<file path="src/hw/rtl/kbc_pkg.sv">
package kbc_pkg;

  // kind of bus access or device traffic carried by one input beat
  typedef enum logic [1:0] {
    MODE_BUS_READ  = 2'd0,
    MODE_BUS_WRITE = 2'd1,
    MODE_DEVICE    = 2'd2
  } kbc_mode_t;

  localparam logic PORT_DATA   = 1'b0;
  localparam logic PORT_STATUS = 1'b1;

  // controller commands
  localparam logic [7:0] CMD_RAM_READ  = 8'h20;
  localparam logic [7:0] CMD_RAM_WRITE = 8'h60;
  localparam logic [7:0] CMD_SELF_TEST = 8'hAA;
  localparam logic [7:0] CMD_PORT_TEST = 8'hAB;
  localparam logic [7:0] CMD_P1_OFF    = 8'hAD;
  localparam logic [7:0] CMD_P1_ON     = 8'hAE;
  localparam logic [7:0] CMD_P2_OFF    = 8'hA7;

  localparam logic [7:0] SELF_TEST_OK  = 8'h55;

  // controller ram addressing as carried in the command byte
  localparam int RAM_ADDR_W = 5;

  typedef struct packed {
    logic                  en;
    logic [RAM_ADDR_W-1:0] addr;
    logic [7:0]            data;
  } kbc_ram_wr_t;

  typedef struct packed {
    logic       overrun;
    logic       irq;
    logic [7:0] to_device_byte;
    logic       to_device_valid;
    logic [7:0] bus_rd_byte;
  } kbc_result_t;

endpackage

</file>
<file path="src/hw/rtl/kbc_ram.sv">
module kbc_ram
  import kbc_pkg::*;
#(
  parameter int RAM_BYTES = 32
) (
  input  logic                  clk,
  input  logic                  rst,
  input  kbc_ram_wr_t           wr,
  input  logic [RAM_ADDR_W-1:0] rd_addr,
  output logic [7:0]            rd_data,
  output logic                  irq_enable
);

  localparam int AW = (RAM_BYTES > 1) ? $clog2(RAM_BYTES) : 1;
  localparam logic [RAM_ADDR_W:0] RAM_LIMIT = (RAM_ADDR_W + 1)'(RAM_BYTES);

  logic [7:0] mem [RAM_BYTES];
  logic       wr_in_range;
  logic       rd_in_range;

  assign wr_in_range = {1'b0, wr.addr} < RAM_LIMIT;
  assign rd_in_range = {1'b0, rd_addr} < RAM_LIMIT;

  always_ff @(posedge clk) begin
    if (rst) begin
      for (int i = 0; i < RAM_BYTES; i++) begin
        mem[i] <= '0;
      end
    end else if (wr.en && wr_in_range) begin
      mem[wr.addr[AW-1:0]] <= wr.data;
    end
  end

  // bytes beyond the ram read as zero
  assign rd_data    = rd_in_range ? mem[rd_addr[AW-1:0]] : 8'h00;
  assign irq_enable = mem[0][0];

endmodule

</file>
<file path="src/hw/rtl/kbc_core.sv">
module kbc_core
  import kbc_pkg::*;
(
  input  logic                  clk,
  input  logic                  rst,
  input  logic                  go,
  input  logic [1:0]            mode,
  input  logic                  port_select,
  input  logic [7:0]            value,
  input  logic [2:0]            port_test_code,
  input  logic [7:0]            ram_rd_data,
  input  logic                  irq_enable,
  output logic [RAM_ADDR_W-1:0] ram_rd_addr,
  output kbc_ram_wr_t           ram_wr,
  output kbc_result_t           result
);

  logic [7:0]            out_buffer, out_buffer_next;
  logic                  out_full, out_full_next;
  logic                  pending_ram_write, pending_ram_write_next;
  logic [RAM_ADDR_W-1:0] pending_ram_index, pending_ram_index_next;
  logic                  first_port_enabled, first_port_enabled_next;
  logic                  second_port_enabled, second_port_enabled_next;
  kbc_mode_t             mode_q;

  assign mode_q      = kbc_mode_t'(mode);
  assign ram_rd_addr = value[RAM_ADDR_W-1:0];

  always_comb begin
    out_buffer_next          = out_buffer;
    out_full_next            = out_full;
    pending_ram_write_next   = pending_ram_write;
    pending_ram_index_next   = pending_ram_index;
    first_port_enabled_next  = first_port_enabled;
    second_port_enabled_next = second_port_enabled;
    ram_wr                   = '0;
    result                   = '0;
    if (go) begin
      unique case (mode_q)
        MODE_BUS_READ: begin
          if (port_select == PORT_STATUS) begin
            result.bus_rd_byte = {7'b0, out_full};
          end else begin
            result.bus_rd_byte = out_buffer;
            out_full_next      = 1'b0;
          end
        end
        MODE_BUS_WRITE: begin
          if (port_select == PORT_STATUS) begin
            // a new command cancels a pending ram write
            pending_ram_write_next = 1'b0;
            priority if (value[7:5] == CMD_RAM_READ[7:5]) begin
              out_buffer_next = ram_rd_data;
              out_full_next   = 1'b1;
            end else if (value[7:5] == CMD_RAM_WRITE[7:5]) begin
              pending_ram_write_next = 1'b1;
              pending_ram_index_next = value[RAM_ADDR_W-1:0];
            end else if (value == CMD_SELF_TEST) begin
              out_buffer_next = SELF_TEST_OK;
              out_full_next   = 1'b1;
            end else if (value == CMD_PORT_TEST) begin
              out_buffer_next = {5'b0, port_test_code};
              out_full_next   = 1'b1;
            end else if (value == CMD_P1_OFF) begin
              first_port_enabled_next = 1'b0;
            end else if (value == CMD_P1_ON) begin
              first_port_enabled_next = 1'b1;
            end else if (value == CMD_P2_OFF) begin
              second_port_enabled_next = 1'b0;
            end else begin
              // unknown command
            end
          end else if (pending_ram_write) begin
            ram_wr.en              = 1'b1;
            ram_wr.addr            = pending_ram_index;
            ram_wr.data            = value;
            pending_ram_write_next = 1'b0;
          end else begin
            result.to_device_valid = 1'b1;
            result.to_device_byte  = value;
          end
        end
        MODE_DEVICE: begin
          if (first_port_enabled && !out_full) begin
            out_buffer_next = value;
            out_full_next   = 1'b1;
            result.irq      = irq_enable;
          end else begin
            result.overrun  = 1'b1;
          end
        end
        default: begin
        end
      endcase
    end
  end

  always_ff @(posedge clk) begin
    if (rst) begin
      out_buffer          <= '0;
      out_full            <= 1'b0;
      pending_ram_write   <= 1'b0;
      pending_ram_index   <= '0;
      first_port_enabled  <= 1'b1;
      second_port_enabled <= 1'b1;
    end else begin
      out_buffer          <= out_buffer_next;
      out_full            <= out_full_next;
      pending_ram_write   <= pending_ram_write_next;
      pending_ram_index   <= pending_ram_index_next;
      first_port_enabled  <= first_port_enabled_next;
      second_port_enabled <= second_port_enabled_next;
    end
  end

  a_device_fills_buffer: assert property (@(posedge clk) disable iff (rst)
    go && mode_q == MODE_DEVICE && first_port_enabled && !out_full |=> out_full)
    else $error("accepted device byte did not fill the output buffer");

  a_data_write_clears_pending: assert property (@(posedge clk) disable iff (rst)
    go && mode_q == MODE_BUS_WRITE && port_select == PORT_DATA |=> !pending_ram_write)
    else $error("ram write still pending after a data write");

  a_port2_stays_off: assert property (@(posedge clk) disable iff (rst)
    !second_port_enabled |=> !second_port_enabled)
    else $error("port 2 came back on without a command");

  a_p1_off: assert property (@(posedge clk) disable iff (rst)
    go && mode_q == MODE_BUS_WRITE && port_select == PORT_STATUS && value == CMD_P1_OFF
    |=> !first_port_enabled)
    else $error("port 1 still enabled after disable command");

endmodule

</file>
<file path="src/hw/rtl/keyboard_controller_8042.sv">
// Host side of an 8042-style PS/2 keyboard controller. Every slave beat is one
// bus read, one bus write (data port or status/command port) or one byte
// coming in from the attached device, and each beat yields exactly one master
// beat. Beats move through an input register and a result register with the
// decode between them; one beat is taken every cycle unless m_tready stalls
// the results. A finished result may wait on m_tready while the next beat is
// already captured. The controller ram (byte 0 is the configuration byte,
// bit 0 enabling irq) lives in flops cleared by reset, so the block is ready
// right after rst. port_test_code is written through the cfg channel, which
// is always ready; write it only while the block is idle. The status byte
// carries output-full in bit 0, every other bit reads zero.
module keyboard_controller_8042
  import kbc_pkg::*;
#(
  parameter int RAM_BYTES = 32
) (
  input  logic        clk,
  input  logic        rst,

  // bus access or device byte in
  input  logic        s_tvalid,
  output logic        s_tready,
  input  logic [7:0]  s_tdata,   // [7:0] value
  input  logic [2:0]  s_tuser,   // [1:0] mode, [2] port_select

  // one result per input beat
  output logic        m_tvalid,
  input  logic        m_tready,
  // [7:0] bus_rd_byte, [8] to_device_valid, [16:9] to_device_byte,
  // [17] irq, [18] overrun, [23:19] zero
  output logic [23:0] m_tdata,

  // port test code register
  input  logic        cfg_valid,
  output logic        cfg_ready,
  input  logic [2:0]  cfg_data
);

  // input register
  logic                  in_valid;
  logic [1:0]            in_mode;
  logic                  in_port_select;
  logic [7:0]            in_value;

  // result register
  kbc_result_t           res, res_next;

  logic                  advance;
  logic                  go;
  logic [2:0]            port_test_code;

  logic [RAM_ADDR_W-1:0] ram_rd_addr;
  logic [7:0]            ram_rd_data;
  logic                  irq_enable;
  kbc_ram_wr_t           ram_wr;

  // the stage moves when the result slot is free or being drained
  assign advance  = !m_tvalid || m_tready;
  assign go       = in_valid && advance;
  assign s_tready = !in_valid || advance;
  assign cfg_ready = 1'b1;

  always_ff @(posedge clk) begin
    if (rst) begin
      port_test_code <= '0;
    end else if (cfg_valid && cfg_ready) begin
      port_test_code <= cfg_data;
    end
  end

  always_ff @(posedge clk) begin
    if (rst) begin
      in_valid <= 1'b0;
    end else if (s_tready) begin
      in_valid <= s_tvalid;
    end
  end

  // payload capture, no reset needed
  always_ff @(posedge clk) begin
    if (s_tvalid && s_tready) begin
      in_mode        <= s_tuser[1:0];
      in_port_select <= s_tuser[2];
      in_value       <= s_tdata;
    end
  end

  kbc_ram #(
    .RAM_BYTES (RAM_BYTES)
  ) u_ram (
    .clk        (clk),
    .rst        (rst),
    .wr         (ram_wr),
    .rd_addr    (ram_rd_addr),
    .rd_data    (ram_rd_data),
    .irq_enable (irq_enable)
  );

  kbc_core u_core (
    .clk            (clk),
    .rst            (rst),
    .go             (go),
    .mode           (in_mode),
    .port_select    (in_port_select),
    .value          (in_value),
    .port_test_code (port_test_code),
    .ram_rd_data    (ram_rd_data),
    .irq_enable     (irq_enable),
    .ram_rd_addr    (ram_rd_addr),
    .ram_wr         (ram_wr),
    .result         (res_next)
  );

  always_ff @(posedge clk) begin
    if (rst) begin
      m_tvalid <= 1'b0;
    end else if (advance) begin
      m_tvalid <= in_valid;
    end
  end

  always_ff @(posedge clk) begin
    if (go) begin
      res <= res_next;
    end
  end

  assign m_tdata = {5'b0, res.overrun, res.irq, res.to_device_byte,
                    res.to_device_valid, res.bus_rd_byte};

  a_irq_not_with_overrun: assert property (@(posedge clk) disable iff (rst)
    m_tvalid |-> !(res.irq && res.overrun))
    else $error("irq and overrun raised on the same result");

  a_captured_beat_kept: assert property (@(posedge clk) disable iff (rst)
    in_valid && !advance |=> in_valid)
    else $error("captured beat dropped while the result stage was stalled");

endmodule

</file>
<file path="config.mk">
export PLATFORM = sky130hd
export DESIGN_NAME = keyboard_controller_8042
export DESIGN_NICKNAME = d
export VERILOG_FILES = /design/src/hw/rtl/kbc_pkg.sv /design/src/hw/rtl/kbc_ram.sv /design/src/hw/rtl/kbc_core.sv /design/src/hw/rtl/keyboard_controller_8042.sv
export SDC_FILE = /design/constraint.sdc
export NUM_CORES = 1
export LEC_CHECK = 0
export ABC_CLOCK_PERIOD_IN_PS = 4200
export BUFFER_PORTS_ARGS = -buffer_cell sky130_fd_sc_hd__clkbuf_2
export CAP_MARGIN = 30
export CORE_UTILIZATION = 46
export DETAILED_ROUTE_END_ITERATION = 10
export PLACE_DENSITY_LB_ADDON = 0.08
export SYNTH_ARGS = -nofsm -noshare
export SYNTH_HDL_FRONTEND = slang
export SYNTH_HIERARCHICAL = 1
export SYNTH_SLANG_ARGS = --single-unit
</file>
<file path="constraint.sdc">
create_clock -name clk -period 4.2 [get_ports clk]
set_clock_uncertainty 0.1 [all_clocks]
set_input_delay 1.26 -clock clk [delete_from_list [all_inputs] [get_ports clk]]
set_output_delay 1.26 -clock clk [all_outputs]
set_load 0.005 [all_outputs]
</file>
==> results.md, run 1 <==
- Synth Register Bits: approximately 310
- Most frequent cells in the layout: edfxtp_1 (286), and2_1 (281), mux4_2 (80), nor2_1 (44), buf_4 (42)
- Number of flops mapped to enable cells by yosys: 286
- PortBufs: 39
- Final antenna-violating net count: 0
- Crit end category: flip-flop
- Number of H-tree levels: 2
- RSZ-0062 raised after global routing: no
- Outcome: complete, no violations
- Nets@finish: 1014
- Fmax: approximately 280 MHz
- Worst-Skew Late Latency: 0.50 ns
- Seq/Total Area, Yosys: 63.4%
- Slew Viols, Final: 0
- Initial antenna violation count: 1
- Asr flop ratio synth: 0%
- Largest net degree at the start of global routing: 71
- DP Cell Count: approximately 1300
- WHS Endpoint: u_core/out_buffer[4]
- Grt ovf: 0
- Post_cts resized: 0
- Worst endpoint data arrival time: 3.66 ns
- Syn Inst Count: 936
- Vias: 8002
- Drt wl/cell: between 20 and 25 um
- Total GRT Usage: 22.5%
- Final Hold Fails: 0
- Die ar.: between 30000 and 40000 um2
- Number of max-cap violations: 0
- Hold Startpoint: u_core/out_buffer[4]
- Syn Area/Cell: 15.2 um2
- DRC Markers: 0
- Antenna Cells: 0
- Worst EP required: 4.30 ns
- Die Y: between 150 and 200 um
- Post-route clock period utilization: 84.8%
- Post-DP Area: 15000 um2
- CP startpoint kind: primary input
- Layout cells sized above 1: 26.8%
- Leakage: roughly 5.7 nW
- Most used DFF post-synth: edfxtp_1
- Vias per cell: 5.69
- Number of setup buffers added after CTS: 0
- Initial DRC Count: 865
- VDD IR max: 0.302 mV
- RR Startpoint: in_mode[1]
- Setup_tns: 0 ns
- PwrDens: 432 nW/um2
- CTS Buffer Depth: 3
- Num CTS Buffers: 34
- Clk sinks: 307
- Mapped cell area: 14200 um2
- R2R Setup Slk: 0.86 ns
- First-pass GRT wire length: 51500 um
- Worst setup path class: in -> reg
- Final Power: 6.96 mW
- Crit path from: m_tready
- Count of final setup violators: 0
- Post-Route WL: 34200 um
- Crit-path max FO: 17
- Die Span X: 178 um
- CTS Hold Bufs: 0
- Starting Density: 47.3%
- Finished Layout Cells: 1406
- Relative slew margins: between 30% and 40%
- Hold Crit Depth: 2
- Cell Rows: 63
- Clock Pin Slew Worst Setup and Hold Paths: 0.06 ns
- Most common cell after layout, fill and taps aside: edfxtp_1
- Tmin final: roughly 3.6 ns
- Yosys Warn Count: 6
- Yosys cell types: 56
- Vias in the first global route: between 8000 and 9000
- Area Overhead vs Synth: 13.4%
- R2r worst-path depth: 9
- Worst Tran Pin Value: 0.954 ns
- DP Wirelength: 23300 um
- Router iterations before antenna repair: 7
- R2r endpoint: u_ram/mem[22][6]
- CTS tree: built
- Fin area: 16100 um2
- Root buf cell: clkbuf_16
- Routability congestion estimate: 0.826
- I/O pin count: between 40 and 50
- Core area: 30000 um2
- HP Class: reg -> reg
## per-stage QoR
step	util, %	setup WS (ns)	hold WS (ns)
floorplan	-	0.120	0.342
global placement	49.8	0.249	0.366
detailed placement	49.9	0.163	0.365
CTS	53.7	0.666	0.373
global route	53.7	0.522	0.415
finish	53.7	0.638	0.382
## where the power goes
part	internal (mW)	switching, mW	total, mW
combinational	0.200	0.222	0.422
sequential	3.47	0.0671	3.54
clock	1.83	1.17	3.00
## how the worst max path moves through the flow
stage,slack [ns],depth (start not counted),endpoint
after floorplan,0.12,9,u_ram/mem[28][0]
after global placement,0.25,10,u_ram/mem[22][6]
after detailed placement,0.16,10,u_ram/mem[22][5]
after CTS,0.67,10,u_ram/mem[22][5]
after global routing,0.52,10,u_ram/mem[22][5]
final,0.64,10,u_ram/mem[22][6]
## metal layers
layer	global-route usage (%)	routed length, um	up-vias
li1	-	-	3530
met1	31.0	14800	4145
met2	37.3	16800	274
met3	3.49	2030	53
met4	5.77	669	0
met5	0	0	-
## final cells by class
cell class	instances	area [um2]
fillers	2433	13900
repair buffers	87	638
clock buffers	43	978
clock inverters	17	160
flip-flops and latches	307	9010
inverters	10	37.5
multi-input cells	552	4810
well taps	390	488
## flip-flops by register name (all words and copies together) (netlist names)
signal	cells
u_core/first_port_enabled	1
in_valid	1
u_core/pending_ram_index	5
port_test_code	3
m_tdata	19
u_core/out_full	1
u_core/pending_ram_write	1
m_tvalid	1
u_core/out_buffer	8
u_ram/mem	256
in_mode	2
in_value	8
in_port_select	1
## cell families after synthesis
logic type | share of synthesized area (%)
flip-flops | 63.4
AND/OR/NAND/NOR | 17.6
AO/OA/AOI/OAI | 1.83
buffers and inverters | 2.91
adder cells (fa/ha/maj) | 0.264
multiplexers | 13.9
other | 0.0529
## Yosys cell counts, types with 8 or more instances
cell type    n  area share, %
edfxtp_1   286             60
and2_1     282             12
mux4_2      80             13
nor2_1      44            1.2
clkbuf_1    39            1.0
or2_2       32            1.4
dfxtp_1     21            3.0
buf_4       19            1.0
nand2_1     14           0.37
inv_1        9           0.24
mux2i_1      9           0.63
mux2_2       8           0.63
## worst max-delay path, stage by stage
cell      delay (ns)
clkbuf_2        0.09
nand2b_1        0.11
and2_4          0.14
nand2_1         0.07
nor3b_1         0.28
buf_4           0.25
and2_1          0.30
nand3b_1        0.29
nor2_1          0.53
or2_2           0.32
Power figures use the tool's default switching activity.
==> inputs of run 2 (changes only) <==
--- a/config.mk
+++ b/config.mk
@@ -5,7 +5,7 @@
 export SDC_FILE = /design/constraint.sdc
 export NUM_CORES = 1
 export LEC_CHECK = 0
-export ABC_CLOCK_PERIOD_IN_PS = 4200
+export ABC_CLOCK_PERIOD_IN_PS = 3580
 export BUFFER_PORTS_ARGS = -buffer_cell sky130_fd_sc_hd__clkbuf_2
 export CAP_MARGIN = 30
 export CORE_UTILIZATION = 46
==> constraint.sdc (replaced) <==
create_clock -name clk -period 3.58 [get_ports clk]
set_clock_uncertainty 0.1 [all_clocks]
set_input_delay 1.074 -clock clk [delete_from_list [all_inputs] [get_ports clk]]
set_output_delay 1.074 -clock clk [all_outputs]
set_load 0.005 [all_outputs]
==> run 2 against run 1 <==
Non-clock buffer count grew 16; sequential power grew 17%; core utilization grew 0.97 points; flip-flop and latch count is the same; register-to-register slack lost 0.30 ns; cell area grew 1.8%; via count shrank 1.4%; global-route usage shrank 0.25 points; critical endpoint is now u_ram/mem[9][4].
==> results.md, run 2 (same netlist as run 1, synthesis figures left out) <==
- Number of max-cap violations: 0 (unchanged)
- Num CTS Buffers: 36 (was 34)
- Tmin final: roughly 3.1 ns
- Number of H-tree levels: 2 (unchanged)
- Initial antenna violation count: 0 (was 1)
- CP max stage delay: 0.63 ns (was 0.53 ns)
- CTS Buffer Depth: 3 (unchanged)
- Combinational share of power: 6.1% (about the same)
- Die ar.: 31600 um2 (unchanged)
- R2R Setup Slk: 0.56 ns (was 0.86 ns)
- Fmax: 323 MHz
- Met2 Usage GRT: 36.3% (was 37.3%)
- Die Y: 178 um (unchanged)
- Antenna Cells: 0 (unchanged)
- Total GRT Usage: 22.3% (was 22.5%)
- Fin util: 54.6% (was 53.7%)
- CP endpoint: u_ram/mem[9][4] (was u_ram/mem[22][6])
- Final antenna-violating net count: 0 (unchanged)
- Worst-Skew Late Latency: 0.52 ns (was 0.50 ns)
- Met1 usage: 30.7% (was 31.0%)
- RSZ-0062 raised after global routing: no (unchanged)
- Crit-path max FO: 15 (was 17)
- Setup_tns: 0 ns (unchanged)
- Post-DP Area: 15200 um2 (was 15000 um2)
- PortBufs: 39 (unchanged)
- DRC Markers: 0 (unchanged)
- Core area: 30000 um2 (unchanged)
- Vias: 7887 (was 8002)
- Net Sw Power: 1.79 mW (was 1.46 mW)
- Largest net degree at the start of global routing: 46 (was 71)
- Count of final setup violators: 0 (unchanged)
- Drt wl/cell: 23.4 um (was 24.3 um)
- Most frequent cells in the layout: edfxtp_1 (286), and2_1 (281), mux4_2 (80), buf_4 (59), clkbuf_2 (39) (was edfxtp_1 (286), and2_1 (281), mux4_2 (80), nor2_1 (44), buf_4 (42))
- Max reg flops: 256 (unchanged)
- Slew Viols, Final: 0 (unchanged)
- PwrDens: 504 nW/um2 (was 432 nW/um2)
- VDD IR max: 0.438 mV (was 0.302 mV)
- Relative slew margins: 49.0% (was 36.4%)
- Final Power: 8.27 mW (was 6.96 mW)
- DP Wirelength: 22800 um (was 23300 um)
- Initial DRC Count: 609 (was 865)
- Largest reg by FF count: u_ram/mem (unchanged)
- Fin area: 16400 um2 (was 16100 um2)
- Final Hold Fails: 0 (unchanged)
- Grt ovf: 0 (unchanged)
- DP Cell Count: 1362 (was 1346)
- Root buf cell: clkbuf_16 (unchanged)
- Most common cell after layout, fill and taps aside: edfxtp_1 (unchanged)
- CP startpoint kind: primary input (unchanged)
- CP Buf/Inv Count: 2 (unchanged)
- GR peak layer: met2 (unchanged)
- Multi-input logic area: 4950 um2 (was 4810 um2)
- I/O pin count: 46 (unchanged)
- Met3 usage: 3.45% (was 3.49%)
- RR Startpoint: in_mode[1] (unchanged)
- Finished Layout Cells: 1427 (was 1406)
- Post-route clock period utilization: 86.4%
- Sequential cell area: 9010 um2 (unchanged)
- Outcome: complete, no violations (unchanged)
- Number of setup buffers added after CTS: 0 (unchanged)
- Clock Power Share: 43.8% (was 43.1%)
- Cell Chain, Critical Path: clkbuf_2, nand2b_1, and2_4, nand2_4, nor3b_2, buf_4, and2_1, or3b_2, nor2_2, or2_4 (was clkbuf_2, nand2b_1, and2_4, nand2_1, nor3b_1, buf_4, and2_1, nand3b_1, nor2_1, or2_2)
- Worst EP required: 3.70 ns (was 4.30 ns)
- Post-Route WL: 33400 um (was 34200 um)
- Worst setup path class: in -> reg (unchanged)
- Family with the most delay on the worst path: simple AND/OR/NAND/NOR gates (unchanged)
- CTS Hold Bufs: 0 (unchanged)
- CP Depth: 10 (unchanged)
- Router iterations before antenna repair: 5 (was 7)
- HP Class: reg -> reg (unchanged)
- Vias per cell: 5.53 (was 5.69)
- Die Span X: 178 um (unchanged)
- R2r endpoint: u_ram/mem[9][4] (was u_ram/mem[22][6])
- Starting Density: 47.3% (unchanged)
- Crit end category: flip-flop (unchanged)
- Sw Share: 21.6% (was 21.0%)
- Filler cell count: 2392 (was 2433)
- Layout cells sized above 1: 29.9% (was 26.8%)
- First-pass GRT wire length: 50900 um (was 51500 um)
- Flop pwr share: 50.1% (was 50.9%)
- R2r worst-path depth: 9 (unchanged)
- Clock Pin Slew Worst Setup and Hold Paths: 0.06 ns (about the same)
- CTS tree: built (unchanged)
- Crit path from: m_tready (unchanged)
- Int Pwr: 6.48 mW (was 5.50 mW)
- Nets@finish: 1032 (was 1014)
- Leakage: 5.81 nW (was 5.70 nW)
- Worst endpoint data arrival time: 3.22 ns (was 3.66 ns)
- Clk sinks: 307 (unchanged)
- Cell Rows: 63 (unchanged)
- Post_cts resized: 0 (unchanged)
- Area Overhead vs Synth: 15.5% (was 13.4%)
- Worst Tran Pin Value: 0.765 ns (was 0.954 ns)
- Vias in the first global route: 8054 (was 8156)
- Worst path slowest cell: or3b_2 (was nor2_1)
- Hold Startpoint: u_core/out_buffer[4] (unchanged)
- Routability congestion estimate: 0.834 (was 0.826)
==> run 2: cell types whose count changed in the layout (fill, tap and decap cells not counted), sizes merged <==
cell,before,now
buf,48,64
clkbuf,82,81
inv,9,13
clkinvlp,2,4
==> run 2: area by class of cell <==
| type | count | share of cell area, % |
|---|---|---|
| sequential | 307 | 54.9 |
| clock inverter | 23 | 1.35 |
| multi-input combinational | 552 | 30.2 |
| tap | 390 | 2.97 |
| timing repair buffer | 103 | 4.50 |
| clock buffer | 42 | 5.89 |
| inverter | 10 | 0.229 |
==> run 2: metrics by stage <==
step | hold WS [ns] | setup WS, ns
floorplan | 0.342 | 0.0170
global placement | 0.366 | 0.00527
detailed placement | 0.367 | -0.0402
CTS | 0.375 | 0.495
global route | 0.407 | 0.363
finish | 0.377 | 0.487
==> run 2: metal layers <==
| layer | routed length, um | part of all wire (%) | vias to the layer above |
|---|---|---|---|
| li1 | - | - | 3584 |
| met1 | 14500 | 43 | 4000 |
| met2 | 16300 | 49 | 245 |
| met3 | 1750 | 5.2 | 58 |
| met4 | 895 | 2.7 | 0 |
| met5 | 0 | 0 | - |
==> run 2: how the worst min path moves through the flow <==
stage / endpoint / cells after the start
floorplan: u_core/out_buffer[4] / 2
global placement: u_core/out_buffer[6] / 2
detailed placement: u_core/out_buffer[4] / 2
CTS: u_core/out_buffer[4] / 2
global route: u_core/out_buffer[4] / 2
finish: u_core/out_buffer[4] / 2
==> run 2: power groups by stage <==
stage	Combinational (mW)	Clock [mW]	Sequential [mW]
floorplan	0.368	0	4.18
global placement	0.504	0	4.21
detailed placement	0.512	0	4.22
CTS	0.513	3.68	4.15
global route	0.539	3.83	4.16
finish	0.508	3.62	4.14
==> run 2: worst min-delay path, stage by stage (launching register included) <==
cell and delay, ns:
dfxtp_1 0.31, nand2_1 0.05, o22ai_1 0.06
